`src/rtl/core/scmb_div.sv`:
```
// Divider: radix-2 restoring divide of a 32-bit dividend by a 16-bit divisor.
module scmb_div (
  input  logic        clk_i,
  input  logic        rst_ni,
  input  logic        start_i,
  input  logic [31:0] num_i,
  input  logic [15:0] den_i,
  output logic        done_o,
  output logic [16:0] quo_o
);
  logic [31:0] num_q, num_d;
  logic [16:0] rem_q, rem_d;
  logic [16:0] quo_q, quo_d;
  logic [15:0] den_q, den_d;
  logic [4:0]  cnt_q, cnt_d;
  logic        busy_q, busy_d;
  logic        done_q, done_d;
  logic [17:0] trial;

  // The quotient never exceeds 17 bits since the dividend is below den << 17.
  always_comb begin
    num_d = num_q; rem_d = rem_q; quo_d = quo_q; den_d = den_q;
    cnt_d = cnt_q; busy_d = busy_q; done_d = 1'b0;
    trial = '0;
    if (start_i) begin
      num_d = num_i; den_d = den_i; rem_d = '0; quo_d = '0;
      cnt_d = 5'd0; busy_d = 1'b1;
    end else if (busy_q) begin
      trial = {rem_q, num_q[31]} - {2'b00, den_q};
      num_d = {num_q[30:0], 1'b0};
      if (!trial[17]) begin
        rem_d = trial[16:0];
        quo_d = {quo_q[15:0], 1'b1};
      end else begin
        rem_d = {rem_q[15:0], num_q[31]};
        quo_d = {quo_q[15:0], 1'b0};
      end
      cnt_d = cnt_q + 5'd1;
      if (cnt_q == 5'd31) begin
        busy_d = 1'b0;
        done_d = 1'b1;
      end
    end
  end

  always_ff @(posedge clk_i or negedge rst_ni) begin
    if (!rst_ni) begin
      busy_q <= 1'b0;
      done_q <= 1'b0;
      cnt_q  <= '0;
    end else begin
      busy_q <= busy_d;
      done_q <= done_d;
      cnt_q  <= cnt_d;
    end
  end

  always_ff @(posedge clk_i) begin
    num_q <= num_d; rem_q <= rem_d; quo_q <= quo_d; den_q <= den_d;
  end

  assign done_o = done_q;
  assign quo_o  = quo_q;
endmodule

```
`config.mk`:
```
export PLATFORM = sky130hd
export DESIGN_NAME = scmb_div
export DESIGN_NICKNAME = d
export VERILOG_FILES = /design/src/rtl/core/scmb_div.sv
export SDC_FILE = /design/constraint.sdc
export NUM_CORES = 1
export LEC_CHECK = 0
export BUFFER_PORTS_ARGS = -buffer_cell sky130_fd_sc_hd__buf_2
export CORE_ASPECT_RATIO = 2
export CORE_MARGIN = 2
export CORE_UTILIZATION = 53
export CTS_BUF_LIST = sky130_fd_sc_hd__clkbuf_8
export CTS_CLUSTER_SIZE = 28
export DETAILED_ROUTE_END_ITERATION = 10
export GPL_TIMING_DRIVEN = 1
export PLACE_DENSITY = 0.78
export SETUP_SLACK_MARGIN = 0.3
export SLEW_MARGIN = 20
export SYNTH_ARGS = -nofsm -noshare
export SYNTH_HDL_FRONTEND = slang
export SYNTH_SLANG_ARGS = --single-unit
```
`constraint.sdc`:
```
create_clock -name clk_i -period 2.4 [get_ports clk_i]
set_input_delay 0 -clock clk_i [delete_from_list [all_inputs] [get_ports clk_i]]
set_output_delay 0 -clock clk_i [all_outputs]
set_load 0.01 [all_outputs]
```
==> results of run 1 <==
[placed cells by master (no fill, tap or decap), types with 2 or more instances in the layout]
cell type	count
sky130_fd_sc_hd__a211oi_1	12
sky130_fd_sc_hd__a211oi_2	2
sky130_fd_sc_hd__a21o_1	8
sky130_fd_sc_hd__a21oi_1	9
sky130_fd_sc_hd__a221oi_1	2
sky130_fd_sc_hd__a311oi_1	2
sky130_fd_sc_hd__a31oi_1	3
sky130_fd_sc_hd__and2_1	3
sky130_fd_sc_hd__and3_1	2
sky130_fd_sc_hd__buf_2	68
sky130_fd_sc_hd__buf_4	26
sky130_fd_sc_hd__clkbuf_8	10
sky130_fd_sc_hd__dfrtp_1	6
sky130_fd_sc_hd__dfxtp_1	34
sky130_fd_sc_hd__dlygate4sd3_1	49
sky130_fd_sc_hd__edfxtp_1	48
sky130_fd_sc_hd__ha_1	17
sky130_fd_sc_hd__inv_1	22
sky130_fd_sc_hd__inv_4	2
sky130_fd_sc_hd__mux2_2	31
sky130_fd_sc_hd__mux2i_1	31
sky130_fd_sc_hd__nand2_1	13
sky130_fd_sc_hd__nand2b_1	3
sky130_fd_sc_hd__nand3_1	3
sky130_fd_sc_hd__nand4_1	3
sky130_fd_sc_hd__nor2_1	51
sky130_fd_sc_hd__nor2b_2	2
sky130_fd_sc_hd__nor3_1	2
sky130_fd_sc_hd__o2111ai_1	2
sky130_fd_sc_hd__o21a_1	3
sky130_fd_sc_hd__o21ai_1	2
sky130_fd_sc_hd__xnor2_1	11
sky130_fd_sc_hd__xor2_1	5
[sequential cells by signal, summed over array words and instances, names as in the netlist]
| name | cells |
|---|---|
| done_o | 1 |
| busy_q | 1 |
| rem_q | 17 |
| quo_o | 17 |
| num_q | 32 |
| den_q | 16 |
| cnt_q | 5 |
[cells in the mapped netlist, drive strengths merged, types with 2 or more instances]
cell     count
a211oi      14
a21o         9
a21oi       10
a221oi       2
a311oi       2
a31oi        4
and2         3
and3         2
buf          8
clkbuf      11
dfrtp        7
dfxtp       34
edfxtp      48
ha          18
inv         22
mux2        32
mux2i       31
nand2       14
nand2b       3
nand3        3
nand4        3
nor2        51
nor2b        3
nor3         2
o2111ai      3
o21a         3
o21ai        3
o31ai        2
xnor2       11
xor2         6
[through the flow]
step | cell area, µm² | util
2_1_floorplan | 4340 | -
3_3_place_gp | 4910 | 0.619
3_5_place_dp | 4910 | 0.619
4_1_cts | 5610 | 0.706
5_1_grt | 5640 | 0.710
6_report | 5640 | 0.710
[cell type report]
class,instances,area share
sequential,89,0.407
multi-input combinational,241,0.338
timing repair buffer,145,0.187
clock buffer,10,0.0244
tap,96,0.0213
inverter,22,0.0146
clock inverter,6,0.00732
[timing repair]
action | CTS | global route
endpoints found under the hold margin | 55 | 0
hold buffers | 49 | 0
buffers inserted | 1 | 0
resized for setup | 4 | 7
endpoints found under the setup margin | 18 | 18
pin swaps | 4 | 7
gates cloned | 0 | 1
[layer usage]
layer | vias to the layer above | global-route usage | wire length [µm] | share of wire
met2 | 83 | 0.422 | 5480 | 0.58
met5 | - | 0 | 0 | 0
met1 | 1562 | 0.250 | 3380 | 0.35
met3 | 31 | 0.0376 | 310 | 0.033
met4 | 0 | 0.124 | 349 | 0.037
li1 | 1600 | - | - | -
[power groups by stage]
stage                     Clock [mW]  Sequential [mW]  Combinational [mW]
final                          0.958             1.89                1.64
after CTS                      0.983             1.89                1.57
after global placement             0             1.92                1.43
after floorplan                    0             1.90                1.06
after global routing            1.04             1.91                1.79
after detailed placement           0             1.92                1.47
[path summary, 6_finish.rpt]
path	start	endpoint	slack [ps]	cells past startpoint
max in group asynchronous	rst_ni	busy_q$_DFF_PN0_	2220	2
setup / recovery	den_q[10]$_DFFE_PP_	rem_q[0]$_SDFFE_PP0P_	-210	11
min in group clk_i	start_i	rem_q[1]$_SDFFE_PP0P_	30	4
hold reg to reg	rem_q[2]$_SDFFE_PP0P_	rem_q[2]$_SDFFE_PP0P_	510	2
setup reg to reg	den_q[10]$_DFFE_PP_	rem_q[0]$_SDFFE_PP0P_	-210	11
hold / removal	rst_ni	done_o$_DFF_PN0_	5	2
[critical path, delay by kind of cell (launching register included)]
kind | cells | cell delay (ps)
adders and majority gates | 1 | 230
DFF | 1 | 360
buffers and inverters | 2 | 220
xor gates and xnor gates | 1 | 300
AOI/OAI and AO/OA | 6 | 1120
muxes | 1 | 300
[cells by family (layout without fill, tap and decap cells)]
group           after synthesis  after routing  share of synthesized area
compound gates               55             55                     0.0928
xor+xnor                     17             17                     0.0361
fa+ha+maj                    19             19                     0.0566
buf+inv                      41            183                     0.0408
flops                        89             89                      0.531
mux                          63             63                      0.155
simple gates                 87             87                     0.0882
==> parameters.txt, run 1 <==
Parameter                              Value

Run status
  Status    finished with violations
  Violated checks    setup timing

Cells and area
  Number of nets in the layout    578
  Number of filler instances in the final layout    ~560
  Proportion of layout cells with a drive suffix above 1    0.308
  Sequential cell area    2300 µm²
  Number of cells in the finished layout apart from fillers    approximately 610
  Area taken by multi-input logic gates    1910 µm²
  Growth of design area from synthesis to finish    30.3%
  Ant. Diodes    0

Detailed routing
  Detailed Route WL    9520 µm
  DR iter-0 viols    185
  Mean routed wirelength per cell    15.6 µm
  Number of iterations in the first detailed-routing pass    4
  Routed via count divided by cell count    5.38
  Via count    around 3300
  Antenna violation net count after detailed routing    0
  Number of remaining DRC errors    0

CTS
  Clock latency reported for the late side of the worst-skew pair    370 ps
  Root Buffer Master    sky130_fd_sc_hd__clkbuf_8
  Number of H-tree branching levels    3
  TritonCTS clock tree    done
  Clock slew seen by the registers of the worst setup and hold paths    around 90 ps
  Clock buffer count from CTS    9
  Clock sinks    89
  Max Root-Sink Buffers    2

Synth
  Number of standard cells after synthesis    about 370
  Share of Yosys cell area claimed by the top area cell type    0.333
  Number of nets in the synthesized netlist    roughly 440
  Async SR Flop Fraction    0.0787
  Mean area per synthesized cell    11.7 µm²
  Flip-flop and latch count after synthesis    89
  Number of synthesized flops with an enable pin    48
  Ys Warns    0
  Most area-consuming cells after synthesis    sky130_fd_sc_hd__edfxtp_1 (33%), sky130_fd_sc_hd__dfxtp_1 (16%), sky130_fd_sc_hd__mux2_2 (8.1%)
  Sequential share of the synthesized area    0.531
  Top flip-flop cell by instance count after synthesis    sky130_fd_sc_hd__edfxtp_1
  Yosys top cell by area    sky130_fd_sc_hd__edfxtp_1
  Cell area after technology mapping    4330 µm²
  Distinct cell type count after synthesis    46

STA
  Relative slew margins    0.568
  Number of failing hold endpoints at the final stage    0
  Worst Tran Pin Value    between 600 and 700 ps
  Final setup margin    -215 ps
  Setup repair after global routing missed its margin    yes
  Setup Total Neg Slack    -2800 ps
  Crit path time final    between 2000 and 3000 ps
  Count of pins over their slew limit    0
  Achievable clock frequency    approximately 0.38 GHz
  Setup clock skew after layout    11.3 ps
  Count of endpoints failing setup in the final report    18
  Hold slack    slightly above 5 ps
  Period Utilization, post-route    1.09

Setup path
  Crit path cell chain    inv_1, ha_1, a21o_1, a31oi_2, o21ai_1, a211oi_2, o31ai_4, xor2_2, buf_12, mux2_4, a211oi_2
  Cell repeated most along the worst path    sky130_fd_sc_hd__a211oi_2
  Req. time, crit path    2690 ps
  Crit-path max FO    6
  CP Class    flip-flop to flip-flop
  Endpoint type of the worst setup path    flip-flop
  Worst path arrival time    2900 ps
  Critical Path Slowest Stage Cell    sky130_fd_sc_hd__edfxtp_1
  Crit start category    flip-flop
  Maximum cell stage delay along the critical path    about 360 ps

Power
  Power density relative to cell area    795 nW/µm²
  NetSw    roughly 1.4 mW
  Leakage    2.60 nW
  Total design power    around 4.5 mW
  Power share of the sequential group    0.422
  Peak supply drop    0.000603 V
  Clock Power Share    0.213
  Total internal power    3.07 mW
  Switching Share    0.317
  Logic gate share of total power    0.365

Floorplan
  Count of pins on the block boundary    69
  Height of the die    132 µm
  Die X-Extent    67.9 µm
  Initial cell density of the core    0.545
  Total number of placement rows    46
  Die outline area    8950 µm²
  Core footprint    7940 µm²

Placement
  Number of port buffers    a little under 70
  Weighted congestion at the end of routability-driven global placement    between 0.9 and 1
  Worst slack after detailed placement    -136 ps
  Placed Instances    542
  HPWL reported at the end of detailed placement    6050 µm

Job
  Maximum capacitance violations    0

Hold path
  Worst hold-check path type    input port to asynchronous set/reset pin

Global route
  Overall fraction of global-route tracks in use    0.235
  Pin count of the biggest net entering global routing    54
  First-pass GRT wire length    15900 µm
  Via count of the first global-routing pass    3480
  Remaining global-route overflow    0
  Antenna violations before repair    0
Power figures use the tool's default switching activity.
==> run 2: changes to the inputs <==
Settings changed: CORE_UTILIZATION 53 to 51, CTS_BUF_LIST sky130_fd_sc_hd__clkbuf_8 to default, MAX_ROUTING_LAYER from default to met4, PLACE_DENSITY 0.78 to 0.76.
==> run 2 against run 1 <==
The run still ends with setup timing left. Global-route usage down 0.87 points. Sequential power about the same. Clock power up 49%. Non-clock buffer count down 4. Setup slack better by 99 ps. Worst hold slack better by 20 ps. Largest power group unchanged. Fmax up 3.9%. Flip-flop and latch count unchanged. Routed wire length up 6.6%. Sequential share of layout area down 1.1 points. Clock skew down 4.4 ps.
==> parameters.txt, run 2 (same netlist as run 1, synthesis figures left out) <==
Parameter                              Value

Detailed routing
  Detailed Route WL    10100 µm
  Routed via count divided by cell count    ~5.4
  Mean routed wirelength per cell    16.7 µm
  Antenna violation net count after detailed routing    0
  Number of iterations in the first detailed-routing pass    4
  Number of remaining DRC errors    0
  DR iter-0 viols    155
  Via count    3292

Setup path
  Worst path arrival time    around 2800 ps
  Capture instance of the worst register-to-register path    rem_q[0]$_SDFFE_PP0P_
  Maximum cell stage delay along the critical path    between 300 and 400 ps
  Cell repeated most along the worst path    sky130_fd_sc_hd__a211oi_2
  Cell family contributing the most delay on the critical path    compound AO/OA/AOI/OAI gates
  Source of the worst register-to-register timing path    den_q[10]$_DFFE_PP_
  CP Class    flip-flop to flip-flop
  Crit-path max FO    3
  Worst setup startpoint    den_q[10]$_DFFE_PP_
  Req. time, crit path    2660 ps
  Number of cells on the worst reg-to-reg path    11
  Endpoint type of the worst setup path    flip-flop
  Minimum setup slack among reg-to-reg paths    -120 ps
  Crit start category    flip-flop
  Buffers and inverters on the worst path    2
  Crit path cell chain    inv_2, ha_4, a21o_1, a31oi_2, o21ai_1, a211oi_2, o31ai_4, xor2_2, buf_6, mux2_4, a211oi_2
  Critical Path Slowest Stage Cell    sky130_fd_sc_hd__edfxtp_1

Power
  Power density relative to cell area    871 nW/µm²
  Peak supply drop    0.000629 V
  Leakage    between 2 and 3 nW

STA
  Count of pins over their slew limit    0
  Setup Total Neg Slack    -533 ps
  Achievable clock frequency    0.398 GHz
  Setup repair after global routing missed its margin    yes
  Hold slack    25.0 ps
  Final setup margin    -116 ps
  Period Utilization, post-route    1.05
  Count of endpoints failing setup in the final report    16
  Worst Tran Pin Value    664 ps
  Crit path time final    between 2000 and 3000 ps
  Relative slew margins    0.557
  Setup clock skew after layout    6.87 ps
  Number of failing hold endpoints at the final stage    0

Floorplan
  Die outline area    9290 µm²
  Count of pins on the block boundary    69
  Initial cell density of the core    0.526
  Die X-Extent    69.2 µm
  Total number of placement rows    47
  Height of the die    roughly 130 µm
  Core footprint    8230 µm²

Run status
  Violated checks    setup timing
  Status    finished with violations

Placement
  Weighted congestion at the end of routability-driven global placement    0.876
  HPWL reported at the end of detailed placement    6430 µm
  Worst slack after detailed placement    -77.3 ps
  Number of port buffers    68

Global route
  Overall fraction of global-route tracks in use    0.227
  First-pass GRT wire length    about 16000 µm
  Remaining global-route overflow    0
  Via count of the first global-routing pass    3530
  Pin count of the biggest net entering global routing    71
  Antenna violations before repair    1

Hold path
  Worst hold-check path type    input port to asynchronous set/reset pin

Cells and area
  Final standard cell utilization of the core    0.704
  Number of nets in the layout    574
  Growth of design area from synthesis to finish    33.8%
  Largest Register    num_q
  Proportion of layout cells with a drive suffix above 1    0.320
  Most frequent standard cell in the layout excluding fill and tap cells    sky130_fd_sc_hd__buf_2
  Number of filler instances in the final layout    617
  Flip-flop count of the largest register, all copies and words added    32
  Most frequent cells in the layout    sky130_fd_sc_hd__buf_2 (68), sky130_fd_sc_hd__nor2_1 (51), sky130_fd_sc_hd__edfxtp_1 (48), sky130_fd_sc_hd__dlygate4sd3_1 (48), sky130_fd_sc_hd__dfxtp_1 (34)

CTS
  Clock slew seen by the registers of the worst setup and hold paths    60 ps
  TritonCTS clock tree    done
  Clock buffer count from CTS    9
  Root Buffer Master    sky130_fd_sc_hd__clkbuf_16
  Number of H-tree branching levels    3
  Max Root-Sink Buffers    2
  Clock sinks    89
  Clock latency reported for the late side of the worst-skew pair    330 ps

Job
  Maximum capacitance violations    0
## run 2: cell types whose count changed in the layout (fill, tap and decap cells not counted), moves of 2 or more
cell,change
sky130_fd_sc_hd__mux2i_1,-3
sky130_fd_sc_hd__buf_6,+2
sky130_fd_sc_hd__mux2i_2,+3
sky130_fd_sc_hd__clkbuf_8,-8
sky130_fd_sc_hd__buf_4,-5
sky130_fd_sc_hd__clkbuf_16,+9
## run 2: layout make-up
cell class | count | area [µm²] | area share
multi-input cells | 241 | 1950 | 0.336
well taps | 98 | 123 | 0.0212
repair buffers | 141 | 1030 | 0.178
flip-flops and latches | 89 | 2300 | 0.397
inverters | 22 | 82.6 | 0.0143
clock inverters | 4 | 50.0 | 0.00864
clock buffers | 12 | 256 | 0.0443
diodes | 1 | 2.50 | 0.000432
## run 2: how the worst max path moves through the flow
stage                              to  slack [ps]  depth (start not counted)
4_1_cts         rem_q[0]$_SDFFE_PP0P_        -120                         11
3_5_place_dp    rem_q[0]$_SDFFE_PP0P_         -80                         11
2_1_floorplan  rem_q[16]$_SDFFE_PP0P_          90                         12
6_report        rem_q[0]$_SDFFE_PP0P_        -120                         11
5_1_grt         rem_q[0]$_SDFFE_PP0P_        -240                         11
3_3_place_gp    rem_q[0]$_SDFFE_PP0P_         -50                         11
## run 2: through the flow
| step | instances | cell area [µm²] | total power, mW |
|---|---|---|---|
| 2_1_floorplan | 371 | 4340 | 2.96 |
| 3_3_place_gp | 540 | 4890 | 3.33 |
| 3_5_place_dp | 540 | 4890 | 3.38 |
| 4_1_cts | 606 | 5730 | 4.98 |
| 5_1_grt | 608 | 5790 | 5.30 |
| 6_report | 608 | 5790 | 5.04 |
## run 2: what timing repair did
action / 4_1_cts / 5_1_grt
pin swaps: 7 / 6
hold endpoints to repair: 54 / 0
setup endpoints to repair: 18 / 18
gates resized for setup: 9 / 10
buffers inserted: 2 / 1
hold buffers: 48 / 0
## run 2: power breakdown
group | internal, mW | total (mW) | switching (mW)
Combinational | 0.904 | 1.71 | 0.803
Clock | 0.865 | 1.43 | 0.565
Sequential | 1.79 | 1.91 | 0.114
## run 2: per-layer routing
layer	vias to the layer above	GRT usage	wire (µm)
met1	1616	0.215	3630
met3	19	0.0391	295
met2	69	0.436	5960
met5	-	-	0
met4	0	0.0980	252
li1	1588	-	-
==> run 3: changes to the inputs <==
Settings changed: BUFFER_PORTS_ARGS -buffer_cell sky130_fd_sc_hd__buf_2 to -buffer_cell sky130_fd_sc_hd__clkbuf_2, CELL_PAD_IN_SITES_DETAIL_PLACEMENT from default to 0, CELL_PAD_IN_SITES_GLOBAL_PLACEMENT from default to 1, CORE_UTILIZATION 51 to 41, PLACE_DENSITY 0.76 to default, PLACE_DENSITY_LB_ADDON from default to 0.1.
==> run 3 against run 2 <==
The flow still finishes with violations (setup timing). Setup slack improved by 32 ps. Sequential share of layout area decreased by 1.3 points. Critical path depth increased by 1. Flip-flop and latch count unchanged. Clock power increased by 3%. First-iteration DRC count decreased by 52%. Utilization decreased by 13 points. Combinational power increased by 8%. Largest power group unchanged. Highest routed layer unchanged.
==> parameters.txt, run 3 (same netlist as run 1, synthesis figures left out) <==
Parameter                              Value

Placement
  Worst slack after detailed placement    -65.8 ps
  HPWL reported at the end of detailed placement    6610 µm
  Number of port buffers    68
  Weighted congestion at the end of routability-driven global placement    0.864
  Cell area after placement    just over 5000 µm²

STA
  Hold slack    38.2 ps
  Relative slew margins    0.710
  Setup clock skew after layout    8.11 ps
  Final setup margin    -83.6 ps
  Period Utilization, post-route    1.03
  Count of pins over their slew limit    0
  Crit path time final    2480 ps
  Setup repair after global routing missed its margin    yes
  Count of endpoints failing setup in the final report    14
  Worst Tran Pin Value    between 400 and 500 ps
  Achievable clock frequency    ~0.4 GHz
  Number of failing hold endpoints at the final stage    0

Power
  Leakage    ~2.7 nW
  Logic gate share of total power    0.355
  Total design power    between 5 and 6 mW
  Peak supply drop    0.000591 V
  Switching Share    0.292
  Total internal power    3.69 mW
  Power share of the sequential group    0.363
  Power density relative to cell area    just under 900 nW/µm²
  NetSw    1.52 mW
  Clock Power Share    0.282

Floorplan
  Height of the die    about 150 µm
  Total number of placement rows    53
  Die X-Extent    ~77 µm
  Count of pins on the block boundary    69
  Core footprint    10400 µm²
  Initial cell density of the core    0.416
  Die outline area    between 10000 and 15000 µm²

CTS
  Number of H-tree branching levels    3
  Max Root-Sink Buffers    2
  TritonCTS clock tree    done
  Clock slew seen by the registers of the worst setup and hold paths    70 ps
  Clock buffer count from CTS    9
  Root Buffer Master    sky130_fd_sc_hd__clkbuf_16
  Clock latency reported for the late side of the worst-skew pair    between 300 and 400 ps
  Clock sinks    89

Cells and area
  Number of nets in the layout    593
  Sequential cell area    2300 µm²
  Ant. Diodes    0
  Largest Register    num_q
  Growth of design area from synthesis to finish    38.5%
  Finished Cell Area    5990 µm²
  Proportion of layout cells with a drive suffix above 1    0.335
  Number of filler instances in the final layout    916
  Most frequent cells in the layout    sky130_fd_sc_hd__clkbuf_2 (68), sky130_fd_sc_hd__nor2_1 (51), sky130_fd_sc_hd__dlygate4sd3_1 (49)
  Final standard cell utilization of the core    0.576
  Area taken by multi-input logic gates    1930 µm²
  Most frequent standard cell in the layout excluding fill and tap cells    sky130_fd_sc_hd__clkbuf_2
  Flip-flop count of the largest register, all copies and words added    32

Run status
  Status    finished with violations
  Violated checks    setup timing

Global route
  Antenna violations before repair    0
  Remaining global-route overflow    0
  Pin count of the biggest net entering global routing    33
  Via count of the first global-routing pass    around 3400
  First-pass GRT wire length    15300 µm
  Overall fraction of global-route tracks in use    0.175

Detailed routing
  Number of iterations in the first detailed-routing pass    4
  Via count    ~3300
  Mean routed wirelength per cell    14.2 µm
  Number of remaining DRC errors    0
  Detailed Route WL    around 9500 µm
  Routed via count divided by cell count    4.90
  Antenna violation net count after detailed routing    0
  DR iter-0 viols    75

Setup path
  Crit start category    flip-flop
  Crit path to    rem_q[3]$_SDFFE_PP0P_
  Crit-path max FO    4
  Critical Path Slowest Stage Cell    sky130_fd_sc_hd__edfxtp_1
  Cell repeated most along the worst path    sky130_fd_sc_hd__a211oi_2
  Minimum setup slack among reg-to-reg paths    -80 ps
  Worst path arrival time    around 2700 ps
  CP Class    flip-flop to flip-flop
  Endpoint type of the worst setup path    flip-flop
  Maximum cell stage delay along the critical path    380 ps
  Source of the worst register-to-register timing path    den_q[10]$_DFFE_PP_
  Crit path cell chain    inv_2, ha_4, a21o_1, a31oi_1, o21ai_1, a211oi_2, o31ai_4, xor2_2, buf_6, buf_12, mux2i_4, a211oi_2
  Number of cells on the worst reg-to-reg path    12
  Worst setup startpoint    den_q[10]$_DFFE_PP_
  Req. time, crit path    2610 ps
  Capture instance of the worst register-to-register path    rem_q[3]$_SDFFE_PP0P_

Job
  Maximum capacitance violations    0

Hold path
  Worst hold-check path type    input port to flip-flop
[run 3: changes by cell type in the layout (fill, tap and decap cells not counted), sizes merged]
cell,before,now
bufinv,1,0
clkbuf,12,80
diode,1,0
buf,93,44
dlygate4sd3,48,49
[run 3: worst min path at each step]
| stage | start | to | slack (ps) | cells past startpoint |
|---|---|---|---|---|
| floorplan | rst_ni | busy_q$_DFF_PN0_ | -300 | 0 |
| global placement | rst_ni | cnt_q[4]$_DFFE_PN0P_ | -150 | 1 |
| detailed placement | rst_ni | done_o$_DFF_PN0_ | -150 | 1 |
| CTS | start_i | quo_o[0]$_SDFFE_PP0P_ | 40 | 2 |
| global route | start_i | rem_q[0]$_SDFFE_PP0P_ | 60 | 2 |
| finish | start_i | quo_o[0]$_SDFFE_PP0P_ | 40 | 2 |
[run 3: repair_timing]
item | in CTS | in global routing
endpoints found under the setup margin | 18 | 18
buffers inserted | 2 | 2
pin swaps | 12 | 6
hold buffers | 49 | 0
gates resized for setup | 14 | 1
endpoints found under the hold margin | 55 | 0
[run 3: power groups by stage]
stage          Combinational, mW  Sequential [mW]  Clock (mW)
5_1_grt                     2.00             1.91        1.56
4_1_cts                     1.74             1.90        1.51
3_5_place_dp                1.54             1.92           0
2_1_floorplan               1.06             1.90           0
3_3_place_gp                1.53             1.92           0
6_report                    1.85             1.89        1.47
[run 3: metal layers]
metal,track usage,wire [µm],vias to the layer above
met1,0.166,3580,1569
li1,-,-,1627
met2,0.338,5460,47
met3,0.0260,176,15
met4,0.0809,239,0
met5,-,0,-
[run 3: worst max-delay path: cells and delay by family (launching register included)]
family,cells,cell delay [ps]
compound gates,6,990
xor+xnor,1,250
fa+ha+maj,1,190
buf+inv,3,340
flops,1,380
mux,1,240
[run 3: final cells by class]
cell class	instances	share of cell area
Clock inverter	3	0.00438
Multi-Input combinational cell	241	0.322
Inverter	22	0.0138
Clock buffer	13	0.0491
Sequential cell	89	0.383
Tap cell	137	0.0286
Timing Repair Buffer	160	0.199
[run 3: through the flow]
stage	instances	TNS, ps
6_report	665	-657
5_1_grt	665	-3410
4_1_cts	663	-517
3_5_place_dp	596	-153
3_3_place_gp	596	-58.1
2_1_floorplan	371	0
